$ cat config.mk
export PLATFORM = sky130hd
export DESIGN_NAME = rc_link_frame_parser_stick_lowpass_top
export DESIGN_NICKNAME = d
export VERILOG_FILES = /design/src/sv/rclfp_pkg.sv /design/src/sv/rc_link_frame_parser_stick_lowpass_top.sv
export SDC_FILE = /design/constraint.sdc
export NUM_CORES = 2
export LEC_CHECK = 0
export BUFFER_PORTS_ARGS = -buffer_cell sky130_fd_sc_hd__clkbuf_2
export CORE_ASPECT_RATIO = 0.9
export CORE_MARGIN = 3
export CORE_UTILIZATION = 37
export DETAILED_ROUTE_END_ITERATION = 10
export PLACE_DENSITY_LB_ADDON = 0.2
export SLEW_MARGIN = 30
export SYNTH_ARGS = -nofsm -noshare
export SYNTH_HDL_FRONTEND = slang
export SYNTH_SLANG_ARGS = --single-unit
$ cat constraint.sdc
create_clock -name clock -period 6.4 [get_ports clock]
set_input_delay 0.96 -clock clock [delete_from_list [all_inputs] [get_ports clock]]
set_output_delay 0.96 -clock clock [all_outputs]
set_load 0.01 [all_outputs]
$ cat src/sv/rclfp_pkg.sv
`timescale 1ns / 1ps
package rclfp_pkg;

   typedef enum logic [3:0] {
      PH_SYNC,
      PH_LENGTH,
      PH_TYPE,
      PH_PAYLOAD,
      PH_CRC,
      PH_CRC_CALC,
      PH_RD_ADDR,
      PH_RD_DATA,
      PH_F_PRIME,
      PH_F_DIFF,
      PH_F_MUL,
      PH_F_ACC,
      PH_OUT
   } phase_type;

   localparam logic [2:0] CSR_SYNC_BYTE       = 3'd0;
   localparam logic [2:0] CSR_MIN_LENGTH      = 3'd1;
   localparam logic [2:0] CSR_MAX_LENGTH      = 3'd2;
   localparam logic [2:0] CSR_CHANNELS_TYPE   = 3'd3;
   localparam logic [2:0] CSR_LINK_STATS_TYPE = 3'd4;
   localparam logic [2:0] CSR_FILTER_GAIN     = 3'd5;

   localparam logic [7:0]  CRC_POLY         = 8'hD5;
   localparam logic [4:0]  PAYLOAD_CH_BYTES = 5'd22;
   localparam logic [10:0] CH_MIN           = 11'd172;
   localparam logic [10:0] CH_MAX           = 11'd1811;
   localparam logic [3:0]  LAST_CHANNEL     = 4'd15;
   localparam logic [3:0]  LAST_STAT        = 4'd9;
   localparam logic [0:0]  KIND_CHANNEL     = 1'b0;
   localparam logic [0:0]  KIND_STAT        = 1'b1;

   function automatic logic [10:0] clamp_round(input logic [26:0] y);
      logic [27:0] r;
      r = {1'b0, y} + 28'd32768;
      if (y < {CH_MIN, 16'd0}) return CH_MIN;
      if (y > {CH_MAX, 16'd0}) return CH_MAX;
      return r[26:16];
   endfunction

endpackage

$ cat src/sv/rc_link_frame_parser_stick_lowpass_top.sv
`timescale 1ns / 1ps
// Byte transactions: sync, length and CRC bytes are taken directly; type and
// payload bytes run a bit-serial CRC-8, one bit per cycle, with req_ready low.
// Results: a channel takes three registered store reads, a filtered one then
// difference, multiply and accumulate steps, or one priming step on the priming
// frame; a statistics byte takes one registered store read. Stalls hold the output.
// Reset (synchronous, active high) restores register defaults, clears store valid
// bits, filter state and handshakes.
module rc_link_frame_parser_stick_lowpass_top import rclfp_pkg::*; #(
   parameter int STORE_DEPTH       = 64,
   parameter int FILTERED_CHANNELS = 4
) (
   input  logic        clock,
   input  logic        reset,
   input  logic        req_valid,
   output logic        req_ready,
   input  logic [7:0]  req_rx_byte,
   output logic        rsp_valid,
   input  logic        rsp_ready,
   output logic        rsp_record_kind,
   output logic [3:0]  rsp_field_index,
   output logic [10:0] rsp_field_value,
   output logic        rsp_last_of_frame,
   input  logic        csr_valid,
   output logic        csr_ready,
   input  logic [2:0]  csr_index,
   input  logic [15:0] csr_wdata
);

   localparam int AW  = $clog2(STORE_DEPTH);
   localparam int WPW = $clog2(STORE_DEPTH + 1);
   localparam int NF  = (FILTERED_CHANNELS > 0) ? FILTERED_CHANNELS : 1;
   localparam int FW  = (NF > 1) ? $clog2(NF) : 1;

   logic [7:0]  sync_ff, chtype_ff, lstype_ff;
   logic [6:0]  minl_ff, maxl_ff;
   logic [15:0] gain_ff;

   phase_type   phase_ff, phase_in, ret_ff, ret_in;
   logic [6:0]  bl_ff, bl_in;
   logic [7:0]  ftype_ff, ftype_in;
   logic [WPW-1:0] wp_ff, wp_in;
   logic [7:0]  crc_ff, crc_in;
   logic [2:0]  cnt_ff, cnt_in;
   logic [7:0]  mem_ff [STORE_DEPTH];
   logic [STORE_DEPTH-1:0] vld_ff;
   logic        wr_en;
   logic [AW-1:0] wr_idx, rd_idx;
   logic [7:0]  rdata_ff;
   logic        rhit_ff, rd_hit;
   logic [4:0]  rd_addr;
   logic [3:0]  ch_ff, ch_in;
   logic        stat_ff, stat_in;
   logic [1:0]  fc_ff, fc_in;
   logic [23:0] acc_ff, acc_in;
   logic [26:0] y_ff [NF];
   logic [26:0] y_new;
   logic        y_we;
   logic        primed_ff, primed_in;
   logic signed [27:0] d_ff, d_in;
   logic signed [44:0] prod_ff, prod_in, sum;
   logic [FW-1:0] fidx;
   logic        filt;
   logic [7:0]  bitpos;
   logic [23:0] shifted;
   logic [10:0] raw, val;
   logic        last, out_free, len_bad, crc_ok;
   logic [6:0]  bl_dec;

   logic        rsp_valid_ff, rsp_kind_ff, rsp_last_ff;
   logic [3:0]  rsp_index_ff;
   logic [10:0] rsp_value_ff;

   assign csr_ready = 1'b1;

   always_ff @(posedge clock) begin
      if (reset) begin
         sync_ff   <= 8'd200;
         minl_ff   <= 7'd2;
         maxl_ff   <= 7'd62;
         chtype_ff <= 8'd22;
         lstype_ff <= 8'd20;
         gain_ff   <= 16'd26214;
      end else if (csr_valid) begin
         unique case (csr_index)
            CSR_SYNC_BYTE:       sync_ff   <= csr_wdata[7:0];
            CSR_MIN_LENGTH:      minl_ff   <= csr_wdata[6:0];
            CSR_MAX_LENGTH:      maxl_ff   <= csr_wdata[6:0];
            CSR_CHANNELS_TYPE:   chtype_ff <= csr_wdata[7:0];
            CSR_LINK_STATS_TYPE: lstype_ff <= csr_wdata[7:0];
            CSR_FILTER_GAIN:     gain_ff   <= csr_wdata;
            default: ;
         endcase
      end
   end

   assign len_bad  = (req_rx_byte < 8'd2) || (req_rx_byte < {1'b0, minl_ff}) ||
                     (req_rx_byte > {1'b0, maxl_ff});
   assign crc_ok   = (req_rx_byte == crc_ff) &&
                     ((ftype_ff == chtype_ff) || (ftype_ff == lstype_ff));
   assign out_free = !rsp_valid_ff || rsp_ready;
   assign last     = stat_ff ? (ch_ff == LAST_STAT) : (ch_ff == LAST_CHANNEL);
   assign filt     = !stat_ff && ({1'b0, ch_ff} < 5'(FILTERED_CHANNELS));
   assign fidx     = FW'(ch_ff);
   assign bl_dec   = bl_ff - 7'd1;

   // next phase
   always_comb begin
      phase_in = phase_ff;
      unique case (phase_ff)
         PH_SYNC:     if (req_valid && req_rx_byte == sync_ff) phase_in = PH_LENGTH;
         PH_LENGTH:   if (req_valid) phase_in = len_bad ? PH_SYNC : PH_TYPE;
         PH_TYPE:     if (req_valid) phase_in = PH_CRC_CALC;
         PH_PAYLOAD:  if (req_valid) phase_in = PH_CRC_CALC;
         PH_CRC_CALC: if (cnt_ff == 3'd7) phase_in = ret_ff;
         PH_CRC:      if (req_valid) phase_in = crc_ok ? PH_RD_ADDR : PH_SYNC;
         PH_RD_ADDR:  phase_in = PH_RD_DATA;
         PH_RD_DATA: begin
            if (stat_ff) phase_in = PH_OUT;
            else if (fc_ff != 2'd2) phase_in = PH_RD_ADDR;
            else if (!filt) phase_in = PH_OUT;
            else phase_in = primed_ff ? PH_F_DIFF : PH_F_PRIME;
         end
         PH_F_PRIME:  phase_in = PH_OUT;
         PH_F_DIFF:   phase_in = PH_F_MUL;
         PH_F_MUL:    phase_in = PH_F_ACC;
         PH_F_ACC:    phase_in = PH_OUT;
         PH_OUT:      if (out_free) phase_in = last ? PH_SYNC : PH_RD_ADDR;
         default:     phase_in = PH_SYNC;
      endcase
   end

   // datapath
   always_comb begin
      req_ready = (phase_ff inside {PH_SYNC, PH_LENGTH, PH_TYPE, PH_PAYLOAD, PH_CRC});
      ret_in    = ret_ff;
      bl_in     = bl_ff;
      ftype_in  = ftype_ff;
      wp_in     = wp_ff;
      crc_in    = crc_ff;
      cnt_in    = cnt_ff;
      wr_en     = 1'b0;
      ch_in     = ch_ff;
      stat_in   = stat_ff;
      fc_in     = fc_ff;
      acc_in    = acc_ff;
      primed_in = primed_ff;
      d_in      = d_ff;
      prod_in   = prod_ff;
      y_we      = 1'b0;
      y_new     = y_ff[fidx];
      bitpos    = {1'b0, ch_ff, 3'd0} + {3'd0, ch_ff, 1'b0} + {4'd0, ch_ff};
      rd_addr   = stat_ff ? {1'b0, ch_ff} : bitpos[7:3] + {3'd0, fc_ff};
      shifted   = acc_ff >> bitpos[2:0];
      raw       = stat_ff ? {3'd0, acc_ff[23:16]} : shifted[10:0];
      val       = filt ? clamp_round(y_ff[fidx]) : raw;
      sum       = prod_ff + 45'sd32768;
      unique case (phase_ff)
         PH_LENGTH: bl_in = req_rx_byte[6:0];
         PH_TYPE: begin
            if (req_valid) begin
               ftype_in = req_rx_byte;
               bl_in    = bl_dec;
               wp_in    = '0;
               crc_in   = req_rx_byte;
               cnt_in   = '0;
               ret_in   = (bl_dec <= 7'd1) ? PH_CRC : PH_PAYLOAD;
            end
         end
         PH_PAYLOAD: begin
            if (req_valid) begin
               wr_en  = (wp_ff < WPW'(STORE_DEPTH));
               if (wr_en) wp_in = wp_ff + 1'b1;
               crc_in = crc_ff ^ req_rx_byte;
               bl_in  = bl_dec;
               cnt_in = '0;
               ret_in = (bl_dec <= 7'd1) ? PH_CRC : PH_PAYLOAD;
            end
         end
         PH_CRC_CALC: begin
            crc_in = crc_ff[7] ? ({crc_ff[6:0], 1'b0} ^ CRC_POLY) : {crc_ff[6:0], 1'b0};
            cnt_in = cnt_ff + 1'b1;
         end
         PH_CRC: begin
            ch_in   = '0;
            fc_in   = '0;
            stat_in = (ftype_ff != chtype_ff);
         end
         PH_RD_DATA: begin
            acc_in = {rhit_ff ? rdata_ff : 8'd0, acc_ff[23:8]};
            fc_in  = fc_ff + 1'b1;
         end
         PH_F_PRIME: begin
            y_we  = 1'b1;
            y_new = {raw, 16'd0};
         end
         PH_F_DIFF: d_in = $signed({1'b0, raw, 16'd0}) - $signed({1'b0, y_ff[fidx]});
         PH_F_MUL:  prod_in = $signed({1'b0, gain_ff}) * d_ff;
         PH_F_ACC: begin
            y_we  = 1'b1;
            y_new = 27'($signed({18'd0, y_ff[fidx]}) + (sum >>> 16));
         end
         PH_OUT: begin
            if (out_free) begin
               ch_in = ch_ff + 1'b1;
               fc_in = '0;
               if (last && !stat_ff) primed_in = 1'b1;
            end
         end
         default: ;
      endcase
   end

   assign wr_idx = AW'(wp_ff);
   assign rd_idx = AW'(rd_addr);
   assign rd_hit = stat_ff || (rd_addr < PAYLOAD_CH_BYTES);

   always_ff @(posedge clock) begin
      if (wr_en) mem_ff[wr_idx] <= req_rx_byte;
      rdata_ff <= mem_ff[rd_idx];
   end

   always_ff @(posedge clock) begin
      if (reset) begin
         vld_ff  <= '0;
         rhit_ff <= 1'b0;
      end else begin
         if (wr_en) vld_ff[wr_idx] <= 1'b1;
         rhit_ff <= rd_hit && vld_ff[rd_idx];
      end
   end

   always_ff @(posedge clock) begin
      if (reset) begin
         for (int i = 0; i < NF; i++) y_ff[i] <= '0;
      end else if (y_we) begin
         y_ff[fidx] <= y_new;
      end
   end

   always_ff @(posedge clock) begin
      if (reset) begin
         phase_ff     <= PH_SYNC;
         ret_ff       <= PH_SYNC;
         bl_ff        <= '0;
         ftype_ff     <= '0;
         wp_ff        <= '0;
         crc_ff       <= '0;
         cnt_ff       <= '0;
         ch_ff        <= '0;
         stat_ff      <= 1'b0;
         fc_ff        <= '0;
         primed_ff    <= 1'b0;
         rsp_valid_ff <= 1'b0;
      end else begin
         phase_ff  <= phase_in;
         ret_ff    <= ret_in;
         bl_ff     <= bl_in;
         ftype_ff  <= ftype_in;
         wp_ff     <= wp_in;
         crc_ff    <= crc_in;
         cnt_ff    <= cnt_in;
         ch_ff     <= ch_in;
         stat_ff   <= stat_in;
         fc_ff     <= fc_in;
         primed_ff <= primed_in;
         if (phase_ff == PH_OUT && out_free) rsp_valid_ff <= 1'b1;
         else if (rsp_ready) rsp_valid_ff <= 1'b0;
      end
   end

   always_ff @(posedge clock) begin
      acc_ff  <= acc_in;
      d_ff    <= d_in;
      prod_ff <= prod_in;
      if (phase_ff == PH_OUT && out_free) begin
         rsp_kind_ff  <= stat_ff ? KIND_STAT : KIND_CHANNEL;
         rsp_index_ff <= ch_ff;
         rsp_value_ff <= val;
         rsp_last_ff  <= last;
      end
   end

   assign rsp_valid         = rsp_valid_ff;
   assign rsp_record_kind   = rsp_kind_ff;
   assign rsp_field_index   = rsp_index_ff;
   assign rsp_field_value   = rsp_value_ff;
   assign rsp_last_of_frame = rsp_last_ff;

endmodule

==> results.txt <==
Status -> complete, no violations
Least-Margin Pin Slew -> 0.972 ns
Worst hold path type -> reg -> reg
Mean post-synth cell area -> 11.1 um^2
GR Layer Usage met1 -> 29.4%
CTS tree -> done
GPL Wtd Cong -> 0.861
GRT Residual Overflow -> 0
Syn Inst Count -> 3835
Starting Density -> 37.4%
Post-route minimum period -> 6.21 ns
TNS Setup -> 0 ns
Leakage -> 19.6 nW
Critical Path RT -> 6.77 ns
Synth top area cells -> edfxtp_1, fa_1, dfxtp_1
Worst VDD drop -> 234 uV
PnR worst setup slack -> 0.192 ns
Hold Fails Final Rpt -> 0
Final #Nets -> 4611
Vias in the first global route -> 28477
DR DRC count -> 0
Area grow syn2layout -> 13.7%
CTS Buf Count -> 67
Initial antenna violation count -> 1
Final period util -> 97.0%
Clk_lat worst skew -> 0.64 ns
Final core occ -> 42.5%
Place WS -> -0.324 ns
Register area share after synthesis -> 38.9%
Post-synth top area cell -> edfxtp_1
Kind of end point of the critical path -> register
FP Rows -> 117
Port bufs -> 50
Commonest non-fill, non-tap cells in the layout -> inv_1, edfxtp_1, nand2_1
CTS sink count -> 596
Maximum fanout along the worst path -> 3
Share of cells above drive strength 1 -> 14.6%
DR iter-0 viols -> 2360
Top_reg_cell synth -> edfxtp_1
DRT antenna net count -> 0
Global Route Usage Sum -> 18.9%
Slew Limit Fails -> 0
Clk pin slew, worst setup/hold paths -> 0.06 ns
Hold slack -> 0.460 ns
Htree depth -> 3
FF-to-FF setup slack -> 0.19 ns
Clock Skew -> 0.0499 ns
Fraction of registers with async set/reset -> 0%
RSZ-0062 raised after global routing -> yes
Root Driver -> clkbuf_16
Die extent in x -> 363 um
Clock Tree Buf Depth -> 3
Syn Nets -> 4460
Worst Path Arrival -> 6.58 ns
# IOs -> 52
Synth Warn # -> 0
Post-synth top area share -> 32.6%
Routed wire length -> 110000 um
Non-Filler Instances -> 5526
Met2 GRT Util -> 27.9%
DR pass1 iterations -> 7
DP Cell Count -> 5387
Average wire per standard cell -> 19.9 um
CP Class -> reg -> reg
Startpoint types -> register
Slew Limit Headroom -> 35.0%
Routed via count -> 27919
Core area -> 114000 um^2
Cell variety after synth -> 80
PwrDens -> 271 nW/um^2
Commonest non-fill, non-tap cell in the layout -> inv_1
F_max -> 161 MHz
HPWL after DPL -> 82900 um
Final setup viols -> 0
First-pass GRT wire length -> 173000 um
Via-to-Cell Ratio -> 5.05
Max-cap viol count -> 0
Antenna fix cells -> 0
Largest net degree at the start of global routing -> 89
DIE HEIGHT -> 328 um
Grt peak-use layer -> met1
GR met3 Demand/Resource -> 3.47%
#FFs+latches synth -> 596
Post-synth EDFFs -> 461
Die Area -> 119000 um^2
Synthesized area -> 42500 um^2
-- synthesized netlist by cell type (25+ instances only) --
library cell,instances
inv_1,571
fa_1,423
nand2_1,442
mux2i_1,38
nor2_1,295
dfxtp_1,135
nor3_1,42
nand3_1,49
mux4_2,118
edfxtp_1,461
a21o_1,27
xnor2_1,98
xor2_1,68
a21oi_1,132
o21ai_0,76
ha_1,170
nand3b_1,27
and2_1,202
clkbuf_1,159
nand2b_1,25
-- where the power goes --
group / total (mW) / internal, mW / switching [mW] / leakage (nW)
Combinational: 4.80 / 2.27 / 2.52 / 13.2
Sequential: 4.40 / 4.39 / 0.0173 / 5.36
Clock: 3.88 / 2.18 / 1.71 / 1.06
-- sequential cells by signal (all words and copies together), names as in the netlist, 3 cells and up, named ones only --
signal	count
mem_ff	256
y_ff	108
d_ff	28
prod_ff	28
acc_ff	24
vld_ff	22
gain_ff	16
rsp_field_value	11
chtype_ff	8
crc_ff	8
ftype_ff	8
lstype_ff	8
rdata_ff	8
sync_ff	8
bl_ff	7
maxl_ff	7
minl_ff	7
wp_ff	7
ch_ff	4
phase_ff	4
rsp_field_index	4
cnt_ff	3
-- cell type report --
cell class	count	area, um^2
Clock buffer	90	1780
Fill cell	10814	65300
Inverter	575	2160
Clock inverter	32	419
Tap cell	1487	1860
Timing Repair Buffer	259	2060
Multi-Input combinational cell	2487	23500
Sequential cell	596	16600
-- per-layer routing --
metal	vias to the layer above	wire length (um)	part of all wire (%)
met4	0	1470	1.3
met1	14240	54700	50
met3	95	6280	5.7
met2	614	47800	43
met5	-	0	0
li1	12970	-	-
-- stage by stage --
step,cell area [um^2],total power [mW]
floorplan,42500,7.33
global placement,45600,8.88
detailed placement,45600,8.86
CTS,47900,13.0
global route,48300,14.0
finish,48300,13.1
-- critical path, stage by stage (launching register included) --
cell and delay (ns):
edfxtp_1 0.45, buf_6 0.16, and2_4 0.15, fa_1 0.52
inv_1 0.05, fa_1 0.42, fa_1 0.54, inv_1 0.05
fa_2 0.45, fa_1 0.52, inv_1 0.06, fa_1 0.53
inv_1 0.07, ha_4 0.24, a21o_1 0.17, a21o_1 0.18
a21oi_2 0.15, o21ai_1 0.09, a41o_1 0.28, a2111oi_4 0.37
buf_4 0.18, buf_4 0.10, nor2_1 0.05, xnor2_1 0.14
-- logic make-up after synthesis --
family	share of synthesized area [%]
simple gates	12.9
buf+inv	6.70
flops	38.9
fa+ha+maj	24.9
compound gates	5.62
mux	7.47
xor+xnor	3.42
other cells	0.00882
-- final timing paths --
check,start,end,cells after the start
setup / recovery,d_ff[16]$_DFFE_PN_,prod_ff[35]$_DFFE_PN_,23
hold / removal,acc_ff[21]$_SDFFCE_PN0P_,acc_ff[13]$_DFFE_PP_,0
setup reg to reg,d_ff[16]$_DFFE_PN_,prod_ff[35]$_DFFE_PN_,23
hold reg to reg,acc_ff[21]$_SDFFCE_PN0P_,acc_ff[13]$_DFFE_PP_,0
-- repair_timing --
item / CTS / global route
hold buffers: 0 / 0
setup buffers: 4 / 13
pin swaps: 4 / 49
setup endpoints to repair: 12 / 15
resized for setup: 13 / 73
endpoints found under the hold margin: 0 / 0
No activity file was read; power rests on OpenSTA's default activity.
